==> src/design/fpcd_pkg.sv <==
package fpcd_pkg;

  localparam int SLOTS_DEF     = 16;
  localparam int PAGE_BITS_DEF = 32;

  // Request kinds carried on s_tuser; the fourth code is dropped.
  typedef enum logic [1:0] {
    OP_READ  = 2'd0,
    OP_WRITE = 2'd1,
    OP_FLUSH = 2'd2
  } op_t;

  // Configuration register indexes
  localparam logic CFG_CAPACITY = 1'b0;
  localparam logic CFG_BACKING  = 1'b1;

  localparam int CFG_W  = 5;
  localparam int OUT_W  = 104;

  typedef enum logic [3:0] {
    ST_IDLE,
    ST_SEARCH,
    ST_HIT,
    ST_FILL,
    ST_EVICT,
    ST_FLUSH_SCAN,
    ST_FLUSH_WB,
    ST_FLUSH_NONE
  } state_t;

endpackage

==> src/design/fifo_page_cache_directory_core.sv <==
// Page cache directory, fully associative, FIFO replacement, write-back.
//
// Requests arrive as beats on the s_ channel: s_tuser carries the kind
// (read, write, flush) and s_tdata the page number. Each read or write gives
// one result beat on the m_ channel: hit flag, slot, fetch request and, when
// a dirty entry is evicted, the write-back request with the victim page,
// plus the running hit and miss counts. A flush gives one beat per dirty
// slot in ascending order, or a single empty beat if none is dirty or the
// backing store is detached; m_tlast marks the final beat of each request.
//
// One request is in flight at a time. Page tags live in a single-port memory
// read one entry a cycle, so a read or write compares the filled tags in
// turn and a flush scans the slots in turn, with a write-back for each dirty
// one. The fourth request kind is dropped without a beat. A finished beat
// waits in the output register and the next request is taken meanwhile; a
// new beat is held back only while that register is occupied.
// Reset clears the directory (fill count, FIFO pointer, dirty bits), the
// counters and m_tvalid; capacity returns to 16 (clamped to SLOTS) and the
// backing store to attached. Tag memory contents are not reset.
module fifo_page_cache_directory_core #(
  parameter int SLOTS     = fpcd_pkg::SLOTS_DEF,
  parameter int PAGE_BITS = fpcd_pkg::PAGE_BITS_DEF
) (
  input  logic                       clk,
  input  logic                       rst,
  // configuration write port
  input  logic                       cfg_we,
  input  logic                       cfg_index,
  input  logic [fpcd_pkg::CFG_W-1:0] cfg_data,
  // request channel
  input  logic                       s_tvalid,
  output logic                       s_tready,
  input  logic [31:0]                s_tdata,   // [31:0] page_number
  input  logic [1:0]                 s_tuser,   // [1:0] operation
  // result channel
  output logic                       m_tvalid,
  input  logic                       m_tready,
  // [0] hit, [4:1] slot, [5] fetch, [6] writeback, [38:7] victim_page,
  // [70:39] hit_count, [102:71] miss_count, [103] zero
  output logic [fpcd_pkg::OUT_W-1:0] m_tdata,
  output logic                       m_tlast
);

  import fpcd_pkg::*;

  localparam int SLOT_W = (SLOTS > 1) ? $clog2(SLOTS) : 1;
  localparam int FILL_W = $clog2(SLOTS + 1);
  localparam int CW     = (FILL_W > CFG_W) ? FILL_W : CFG_W;

  // configuration
  logic [CFG_W-1:0]     capacity;
  logic                 backing;

  // directory state
  logic [PAGE_BITS-1:0] tag_mem [SLOTS];
  logic [PAGE_BITS-1:0] rd_data;
  logic [SLOTS-1:0]     dirty;
  logic [FILL_W-1:0]    fill_count;
  logic [SLOT_W-1:0]    oldest;
  logic [31:0]          hits_total;
  logic [31:0]          misses_total;

  // request in flight
  state_t               state, state_next;
  logic [1:0]           op;
  logic [PAGE_BITS-1:0] page;
  logic [SLOT_W-1:0]    idx;

  // derived control
  logic [FILL_W-1:0]    cap_eff;
  logic [CW-1:0]        cap_wide;
  logic [CW-1:0]        idx_inc;
  logic                 more_tags;
  logic                 tag_match;
  logic                 room;
  logic [SLOT_W-1:0]    victim_slot;
  logic [SLOT_W-1:0]    victim_after;
  logic                 dirty_above;
  logic                 out_free;
  logic                 accept;
  logic [PAGE_BITS+31:0] page_in_ext;
  logic [PAGE_BITS+31:0] victim_ext;
  logic [SLOT_W+3:0]    slot_ext;

  // memory control and result fields
  logic                 rd_en;
  logic [SLOT_W-1:0]    rd_addr;
  logic                 wr_en;
  logic [SLOT_W-1:0]    wr_addr;
  logic                 emit;
  logic                 r_hit;
  logic                 r_fetch;
  logic                 r_wb;
  logic                 r_last;
  logic [31:0]          r_victim;
  logic [31:0]          r_hits;
  logic [31:0]          r_misses;

  assign accept   = s_tvalid && s_tready;
  assign out_free = !m_tvalid || m_tready;

  // Clamp capacity to 1..SLOTS.
  always_comb begin
    cap_wide = CW'(capacity);
    if (cap_wide == '0) begin
      cap_wide = CW'(1);
    end else if (cap_wide > CW'(SLOTS)) begin
      cap_wide = CW'(SLOTS);
    end
    cap_eff = FILL_W'(cap_wide);
  end

  assign idx_inc   = CW'(idx) + CW'(1);
  assign more_tags = idx_inc < CW'(fill_count);
  assign tag_match = (rd_data == page);
  assign room      = fill_count < cap_eff;

  // Oldest slot wraps to zero once it lies beyond a lowered capacity.
  always_comb begin
    victim_slot = oldest;
    if (CW'(oldest) >= CW'(cap_eff)) begin
      victim_slot = '0;
    end
    victim_after = SLOT_W'(CW'(victim_slot) + CW'(1));
    if (CW'(victim_slot) + CW'(1) >= CW'(cap_eff)) begin
      victim_after = '0;
    end
  end

  always_comb begin
    dirty_above = 1'b0;
    for (int j = 0; j < SLOTS; j++) begin
      if (dirty[j] && (CW'(j) > CW'(idx))) begin
        dirty_above = 1'b1;
      end
    end
  end

  assign page_in_ext = {{PAGE_BITS{1'b0}}, s_tdata};
  assign victim_ext  = {32'd0, rd_data};
  assign slot_ext    = {4'd0, idx};

  // next state
  always_comb begin
    state_next = state;
    case (state)
      ST_IDLE: begin
        if (accept) begin
          if (s_tuser == OP_READ || s_tuser == OP_WRITE) begin
            state_next = (fill_count == '0) ? ST_FILL : ST_SEARCH;
          end else if (s_tuser == OP_FLUSH) begin
            state_next = (backing && (|dirty)) ? ST_FLUSH_SCAN : ST_FLUSH_NONE;
          end
        end
      end
      ST_SEARCH: begin
        if (tag_match) begin
          state_next = ST_HIT;
        end else if (!more_tags) begin
          state_next = room ? ST_FILL : ST_EVICT;
        end
      end
      ST_HIT, ST_FILL, ST_EVICT, ST_FLUSH_NONE: begin
        if (out_free) begin
          state_next = ST_IDLE;
        end
      end
      ST_FLUSH_SCAN: begin
        if (dirty[idx]) begin
          state_next = ST_FLUSH_WB;
        end
      end
      ST_FLUSH_WB: begin
        if (out_free) begin
          state_next = dirty_above ? ST_FLUSH_SCAN : ST_IDLE;
        end
      end
      default: state_next = ST_IDLE;
    endcase
  end

  // outputs: handshake, memory control, result fields
  always_comb begin
    s_tready = (state == ST_IDLE);
    rd_en    = 1'b0;
    rd_addr  = '0;
    wr_en    = 1'b0;
    wr_addr  = idx;
    emit     = 1'b0;
    r_hit    = 1'b0;
    r_fetch  = 1'b0;
    r_wb     = 1'b0;
    r_last   = 1'b1;
    r_victim = '0;
    r_hits   = hits_total;
    r_misses = misses_total;
    case (state)
      ST_IDLE: begin
        rd_en = accept;
      end
      ST_SEARCH: begin
        if (!tag_match) begin
          if (more_tags) begin
            rd_en   = 1'b1;
            rd_addr = SLOT_W'(idx_inc);
          end else if (!room) begin
            rd_en   = 1'b1;
            rd_addr = victim_slot;
          end
        end
      end
      ST_HIT: begin
        emit   = out_free;
        r_hit  = 1'b1;
        r_hits = hits_total + 32'd1;
      end
      ST_FILL: begin
        emit     = out_free;
        wr_en    = out_free;
        wr_addr  = SLOT_W'(fill_count);
        r_fetch  = 1'b1;
        r_misses = misses_total + 32'd1;
      end
      ST_EVICT: begin
        emit     = out_free;
        wr_en    = out_free;
        r_fetch  = 1'b1;
        r_wb     = dirty[idx];
        r_victim = dirty[idx] ? victim_ext[31:0] : 32'd0;
        r_misses = misses_total + 32'd1;
      end
      ST_FLUSH_SCAN: begin
        rd_en   = dirty[idx];
        rd_addr = idx;
      end
      ST_FLUSH_WB: begin
        emit     = out_free;
        r_wb     = 1'b1;
        r_victim = victim_ext[31:0];
        r_last   = !dirty_above;
      end
      ST_FLUSH_NONE: begin
        emit = out_free;
      end
      default: begin
        emit = 1'b0;
      end
    endcase
  end

  // tag memory: one port, registered read
  always_ff @(posedge clk) begin
    if (wr_en) begin
      tag_mem[wr_addr] <= page;
    end
    if (rd_en) begin
      rd_data <= tag_mem[rd_addr];
    end
  end

  always_ff @(posedge clk) begin
    if (rst) begin
      state <= ST_IDLE;
    end else begin
      state <= state_next;
    end
  end

  // configuration registers
  always_ff @(posedge clk) begin
    if (rst) begin
      capacity <= CFG_W'(16);
      backing  <= 1'b1;
    end else if (cfg_we) begin
      case (cfg_index)
        CFG_CAPACITY: capacity <= cfg_data;
        CFG_BACKING:  backing  <= cfg_data[0];
        default:      backing  <= backing;
      endcase
    end
  end

  // request registers, no reset needed
  always_ff @(posedge clk) begin
    if (accept) begin
      op   <= s_tuser;
      page <= page_in_ext[PAGE_BITS-1:0];
      idx  <= '0;
    end else begin
      case (state)
        ST_SEARCH: begin
          if (!tag_match && more_tags) begin
            idx <= SLOT_W'(idx_inc);
          end else if (!tag_match && !room) begin
            idx <= victim_slot;
          end else if (!tag_match) begin
            // point at the free slot that the fill takes
            idx <= SLOT_W'(fill_count);
          end
        end
        ST_FLUSH_SCAN: begin
          if (!dirty[idx]) begin
            idx <= SLOT_W'(idx_inc);
          end
        end
        ST_FLUSH_WB: begin
          if (out_free) begin
            idx <= SLOT_W'(idx_inc);
          end
        end
        default: idx <= idx;
      endcase
    end
  end

  // directory bookkeeping and counters
  always_ff @(posedge clk) begin
    if (rst) begin
      dirty        <= '0;
      fill_count   <= '0;
      oldest       <= '0;
      hits_total   <= '0;
      misses_total <= '0;
    end else if (out_free) begin
      case (state)
        ST_HIT: begin
          hits_total <= hits_total + 32'd1;
          if (op == OP_WRITE) begin
            dirty[idx] <= 1'b1;
          end
        end
        ST_FILL: begin
          misses_total                  <= misses_total + 32'd1;
          dirty[SLOT_W'(fill_count)]    <= (op == OP_WRITE);
          fill_count                    <= fill_count + FILL_W'(1);
        end
        ST_EVICT: begin
          misses_total <= misses_total + 32'd1;
          dirty[idx]   <= (op == OP_WRITE);
          oldest       <= victim_after;
        end
        ST_FLUSH_WB: begin
          if (!dirty_above) begin
            dirty      <= '0;
            fill_count <= '0;
            oldest     <= '0;
          end
        end
        ST_FLUSH_NONE: begin
          dirty      <= '0;
          fill_count <= '0;
          oldest     <= '0;
        end
        default: begin
          fill_count <= fill_count;
        end
      endcase
    end
  end

  // output register: hold the beat until taken
  always_ff @(posedge clk) begin
    if (rst) begin
      m_tvalid <= 1'b0;
    end else if (emit) begin
      m_tvalid <= 1'b1;
    end else if (m_tready) begin
      m_tvalid <= 1'b0;
    end
  end

  always_ff @(posedge clk) begin
    if (emit) begin
      m_tdata <= {1'b0, r_misses, r_hits, r_victim, r_wb, r_fetch, slot_ext[3:0], r_hit};
      m_tlast <= r_last;
    end
  end

endmodule
==> config.mk <==
export PLATFORM = sky130hd
export DESIGN_NAME = fifo_page_cache_directory_core
export DESIGN_NICKNAME = d
export VERILOG_FILES = /design/src/design/fpcd_pkg.sv /design/src/design/fifo_page_cache_directory_core.sv
export SDC_FILE = /design/constraint.sdc
export NUM_CORES = 1
export LEC_CHECK = 0
export BUFFER_PORTS_ARGS = -buffer_cell sky130_fd_sc_hd__buf_2
export CAP_MARGIN = 20
export CORE_UTILIZATION = 66
export CTS_CLUSTER_DIAMETER = 80
export DETAILED_ROUTE_END_ITERATION = 8
export GPL_TIMING_DRIVEN = 0
export PLACE_DENSITY = 0.92
export REMOVE_ABC_BUFFERS = 1
export SLEW_MARGIN = 40
export SYNTH_ARGS = -nofsm -noshare
export SYNTH_HDL_FRONTEND = slang
export SYNTH_SLANG_ARGS = --single-unit
==> constraint.sdc <==
create_clock -name clk -period 15.2 [get_ports clk]
set_input_delay 1.52 -clock clk [delete_from_list [all_inputs] [get_ports clk]]
set_output_delay 1.52 -clock clk [all_outputs]
set_load 0.02 [all_outputs]
==> results of run 1 <==
==> placed cells by master, fill, tap and decap left out, types with 14 or more instances in the layout <==
master and n:
clkinv_1 15, edfxtp_1 682, clkbuf_1 14, o22ai_1 47, o21ai_0 35, a221o_1 32, nand4_1 19, nor2_4 20
nor3_1 68, nor2_1 181, buf_16 30, nand3_1 38, xnor2_1 54, a32oi_1 33, mux2i_1 117, or3_1 14
dfxtp_1 99, o22a_1 32, o221ai_1 33, and3_1 42, and2_1 38, inv_1 20, buf_8 27, mux2_2 35
nand2_1 240, xor2_1 96, buf_2 154, ha_1 28, clkinv_2 15, clkbuf_16 77, a31oi_1 18, a21oi_1 60
==> per-stage QoR <==
step           worst slack [ns]  total power [W]  hold slack, ns
6_report                   8.68          0.00635           0.518
5_1_grt                    8.81          0.00649           0.518
4_1_cts                    9.53          0.00626           0.503
3_5_place_dp               9.68          0.00436           0.494
3_3_place_gp              0.873          0.00420           0.461
2_1_floorplan              8.38          0.00375           0.439
==> critical path: cells and delay by family, from the launching register on <==
family	cells	cell delay [ns]
flip-flops	1	1.00
XOR/XNOR	1	0.25
AO/OA/AOI/OAI	6	2.73
AND/OR/NAND/NOR	3	1.06
adder cells (fa/ha/maj)	2	1.15
==> flip-flops by register name (all words and copies together), names as in the netlist <==
signal,count
tag_mem,512
m_tdata,103
hits_total,32
misses_total,32
page,32
rd_data,32
dirty,16
capacity,5
fill_count,5
idx,4
oldest,4
state,3
op,2
backing,1
m_tlast,1
m_tvalid,1
==> power by group <==
group	total, W	switching (W)	internal [W]
logic	0.00146	0.000980	0.000479
clock network	0.00188	0.000837	0.00105
registers	0.00300	0.000268	0.00274
==> area by class of cell <==
class                   instances  area [um2]  share of cell area, %
flip-flops and latches        785       22500                   59.6
multi-input cells            1413        9670                   25.6
repair buffers                229        2250                   5.95
clock buffers                  92        1990                   5.27
well taps                     656         821                   2.17
clock inverters                45         447                   1.18
inverters                      20        75.1                  0.199
diodes                          2        5.00                 0.0132
==> worst paths after layout <==
kind	startpoint	endpoint	cells after the start	slack, ns
worst max register to register	idx[1]	rd_data[7]	12	8.68
worst min register to register	oldest[0]	oldest[0]	2	0.52
worst max-delay path	idx[1]	rd_data[7]	12	8.68
worst min-delay path	oldest[0]	oldest[0]	2	0.52
==> layer usage <==
metal,vias to the layer above,routed length [um]
met5,-,0
met1,10900,30800
li1,9203,-
met4,0,7580
met3,632,13100
met2,2391,43700
==> cell families (layout without fill, tap and decap cells) <==
group	Yosys count	after routing	synth area share, %
AOI/OAI and AO/OA	350	350	7.77
xor gates and xnor gates	150	150	4.04
adders and majority gates	28	28	1.08
buffers and inverters	153	386	1.96
DFF	785	785	69.4
muxes	158	158	5.21
other	1	3	0.0115
and+or+nand+nor	726	726	10.6
==> impl_metrics.yaml, run 1 <==
status:
  status: "finished, final reports clean"
global_routing:
  met2_usage_pct: 59.5
  grt_start_max_net_pins: 78
  grt_use_total_pct: 38.1
  grt_pass1_vias: 22800
  grtUsageMet3_pct: 11.4
  grt.busiest_layer: "met2"
  grt_util_met1_pct: 45.7
  grt_antenna_before_repair: 2
  grt_pass1_wl_um: 140000
  grt_overflow_total: 0
final_layout:
  fin_util_pct: 78.5
  drive_gt1_share_pct: 17.6
  layout.cells.non_filler: 3242
  fillCellCount: 2270
  nets: 2598
  finish.instance_area_um2: 37800
  area_growth_pct: 16.3
routing:
  first_pass_iters: 7
  vias: 23100
  ant_nets: 0
  wl_per_cell_um: 29.4
  drt_iter0_markers: 3514
  avgViaCountPerCell: 7.12
  drcViolationCount: 0
  routed_wl_um: 95300
clock_network:
  clk_latency_ns: 0.65
  htreeDepth: 3
  clock-root-buffer: "clkbuf_16"
  cts_setup_buffers: 0
  clkTransAtPathRegs_ns: 0.06
  cts_resized: 0
  hold_buffers: 0
  clk_path_buf_depth: 3
  cts_sinks: 785
  cts_tree: "yes"
  numCtsBuffers: 76
sta:
  rsz0062_at_grt: "no"
  fmax_ghz: 0.153
  finalSetupViolCount: 0
  max_slew_margin_pct: 31.0
  finClkSkew_ns: 0.0380
  hold_violations: 0
  tightest_slew_ns: 1.03
  period_share_pct: 42.9
  finalMaxSlewViolations: 0
  post-route-min-period_ns: 6.52
  setup-tns-final_ns: 0
logic_synthesis:
  synth_warnings: 0
  synth_edf_count: 682
  synth_cell_types: 77
  synthArstFlopShare_pct: 0
  syn_inst: 2351
  synth-main-ff-cell: "edfxtp_1"
  synth_top_area_share_pct: 63.0
  yosysMostFrequentCell: "edfxtp_1"
  synthTopCellsByArea: "edfxtp_1 63%, dfxtp_1 6.3%, mux2i_1 3.6%"
  syn-cell-area_um2: 32500
  synth_seq_cells: 785
  synth_common_cells: "682 x edfxtp_1, 240 x nand2_1, 201 x nor2_1"
  yosysSeqAreaShare_pct: 69.4
  syn_area_per_cell_um2: 13.8
  synth_area_leader_cell: "edfxtp_1"
placed_design:
  dp_hpwl_um: 55100
  placedCellCount: 3103
  portBuffers: 150
  place_area_um2: 35300
  gp_congestion: 0.915
power:
  vdd_drop_max_mv: 0.162
  p_leak_nw: 13.3
  p_per_area_nw_per_um2: 168
critical_path:
  worst_path_max_delay_cell: "dfxtp_1"
  critical_path_class: "flip-flop to flip-flop"
  cp-end-kind: "flip-flop"
  cp.required_ns: 15.53
  worstSetupStartpointType: "flip-flop"
  crit_top_cell: "ha_1"
  path_cells: "ha_1, xor2_1, ha_1, nand2_1, o21ai_1, a21oi_1, o31ai_2, nor4_1, o21ai_4, nand2b_4, o211ai_1, a211oi_1"
  critPathMaxStageDelay_ns: 1.00
  cp.arrival_ns: 6.85
  crit_fanout: 32
die:
  dieArea_um2: 50100
  io_pins: 152
  dieWidth_um: 224
  placementRows: 80
  initial_core_util_pct: 67.5
  die-height_um: 224
  core_um2: 48100
flow_run:
  max_cap_viol_count: 0
min_path:
  min_path_type: "flip-flop to flip-flop"
No activity file was read; power rests on OpenSTA's default activity.
==> run 2, diff against run 1 <==
Settings changed: CORE_UTILIZATION 66 to 61, PLACE_DENSITY 0.92 to 0.86.
Clock period 15.2 ns to 6.7 ns, I/O delays scaled along.
==> run 2 against run 1 <==
- via count shrank 4.3%
- global-route usage shrank 5.3 points
- clock power grew 130%
- sequential power grew 130%
- worst hold slack lost 0.31 ns
- setup slack lost 7.6 ns
- critical path type unchanged
- largest cell class unchanged
- largest power group unchanged
==> impl_metrics.yaml, run 2 (synthesis gave the netlist of run 1 again) <==
die:
  core_um2: 52600
  dieWidth_um: 233
  initial_core_util_pct: 61.8
  io_pins: 152
  placementRows: 84
  dieArea_um2: 54200
  die-height_um: 233
routing:
  drcViolationCount: 0
  avgViaCountPerCell: 6.73
  vias: 22100
  routed_wl_um: 89000
  first_pass_iters: 9
  ant_nets: 0
  drt_iter0_markers: 2983
  wl_per_cell_um: 27.1
final_layout:
  final_common_cell: "edfxtp_1"
  finish.instance_area_um2: 38100
  area_growth_pct: 17.3
  reg.largest.list: "tag_mem x512, m_tdata x103"
  num_antenna_cells: 0
  largest_reg_flops: 512
  nets: 2606
  fillCellCount: 2987
  drive_gt1_share_pct: 17.8
  final_cell_mix: "682 x edfxtp_1, 240 x nand2_1, 181 x nor2_1"
  top_register: "tag_mem"
  fin_util_pct: 72.5
clock_network:
  clk_path_buf_depth: 3
  cts_sinks: 785
  cts_resized: 0
  clkTransAtPathRegs_ns: 0.06
  hold_buffers: 0
  cts_tree: "yes"
  numCtsBuffers: 76
  htreeDepth: 3
  clock-root-buffer: "clkbuf_16"
  clk_latency_ns: 0.64
  cts_setup_buffers: 0
global_routing:
  grt_overflow_total: 0
  grt_pass1_vias: 21800
  grt_antenna_before_repair: 0
  grt_start_max_net_pins: 73
  grt_use_total_pct: 32.8
  grt_pass1_wl_um: 131000
power:
  p_per_area_nw_per_um2: 375
  power.total_w: 0.0143
  p_leak_nw: 13.4
  vdd_drop_max_mv: 0.307
sta:
  setup-tns-final_ns: 0
  hold_violations: 0
  max_slew_margin_pct: 40.2
  finalMaxSlewViolations: 0
  finalSetupViolCount: 0
  tightest_slew_ns: 0.889
  finClkSkew_ns: 0.0337
  fmax_ghz: 0.179
  period_share_pct: 83.4
  post-route-min-period_ns: 5.59
  rsz0062_at_grt: "no"
critical_path:
  cp.arrival_ns: 5.97
  cp-end-kind: "flip-flop"
  r2r_slack_ns: 1.11
  worstSetupStartpointType: "flip-flop"
  critical_path_class: "flip-flop to flip-flop"
  cp.required_ns: 7.08
  worst_path_max_delay_cell: "dfxtp_1"
  path_delay_family: "compound AO/OA/AOI/OAI gates"
  critPathMaxStageDelay_ns: 0.90
  crit_top_cell: "ha_1"
  crit_fanout: 17
  crit_buf_inv: 3
  path_cells: "ha_1, xor2_1, ha_1, a21oi_1, o21a_1, o21ai_2, a31oi_1, o21ai_4, buf_16, nor3_2, buf_4, buf_2, a221o_1, nor3_1"
min_path:
  min_path_type: "primary input to flip-flop"
flow_run:
  max_cap_viol_count: 0
placed_design:
  place_area_um2: 35600
  dp_hpwl_um: 56300
  portBuffers: 150
  gp_congestion: 0.884
status:
  status: "finished, final reports clean"
-- run 2: cell count changes in the layout (fill, tap and decap cells not counted), sizes merged --
cell      before  now
bufinv         6    7
clkbuf        92   97
buf          229  237
clkinv        35   30
diode          2    0
clkinvlp       1    2
-- run 2: where the power goes --
| group | switching (W) | total, W | internal [W] |
|---|---|---|---|
| Sequential | 0.000577 | 0.00678 | 0.00621 |
| Combinational | 0.00210 | 0.00322 | 0.00111 |
| Clock | 0.00186 | 0.00428 | 0.00242 |
-- run 2: final cells by class --
type	count	area, um2	area share [%]
clock buffers	97	2010	5.27
inverters	20	75.1	0.197
repair buffers	237	2510	6.58
well taps	688	861	2.26
flip-flops and latches	785	22500	59.1
clock inverters	42	462	1.21
multi-input cells	1413	9660	25.3
-- run 2: per-stage QoR --
| step | cells | hold WS, ns | setup WS (ns) |
|---|---|---|---|
| finish | 3282 | 0.210 | 1.11 |
| floorplan | 2218 | 0.439 | 0.0929 |
| global route | 3282 | 0.209 | 1.01 |
| global placement | 3056 | 0.464 | -8.16 |
| CTS | 3282 | 0.193 | 1.30 |
| detailed placement | 3143 | 0.472 | 1.27 |
-- run 2: path summary, 6_finish.rpt --
kind / start / endpoint / cells past startpoint
min: s_tdata[30] / page[30] / 1
max reg2reg: idx[1] / rd_data[30] / 14
min reg2reg: oldest[0] / oldest[0] / 2
max: idx[1] / rd_data[30] / 14
-- run 2: routing by layer --
layer  vias to the layer above  share of wire [%]  track usage, %
met1                     10600                 34            39.9
met3                       411                 12            7.90
met4                         0                5.7            18.3
met5                         -                  0           0.368
met2                      1873                 48            53.9
li1                       9218                  -               -
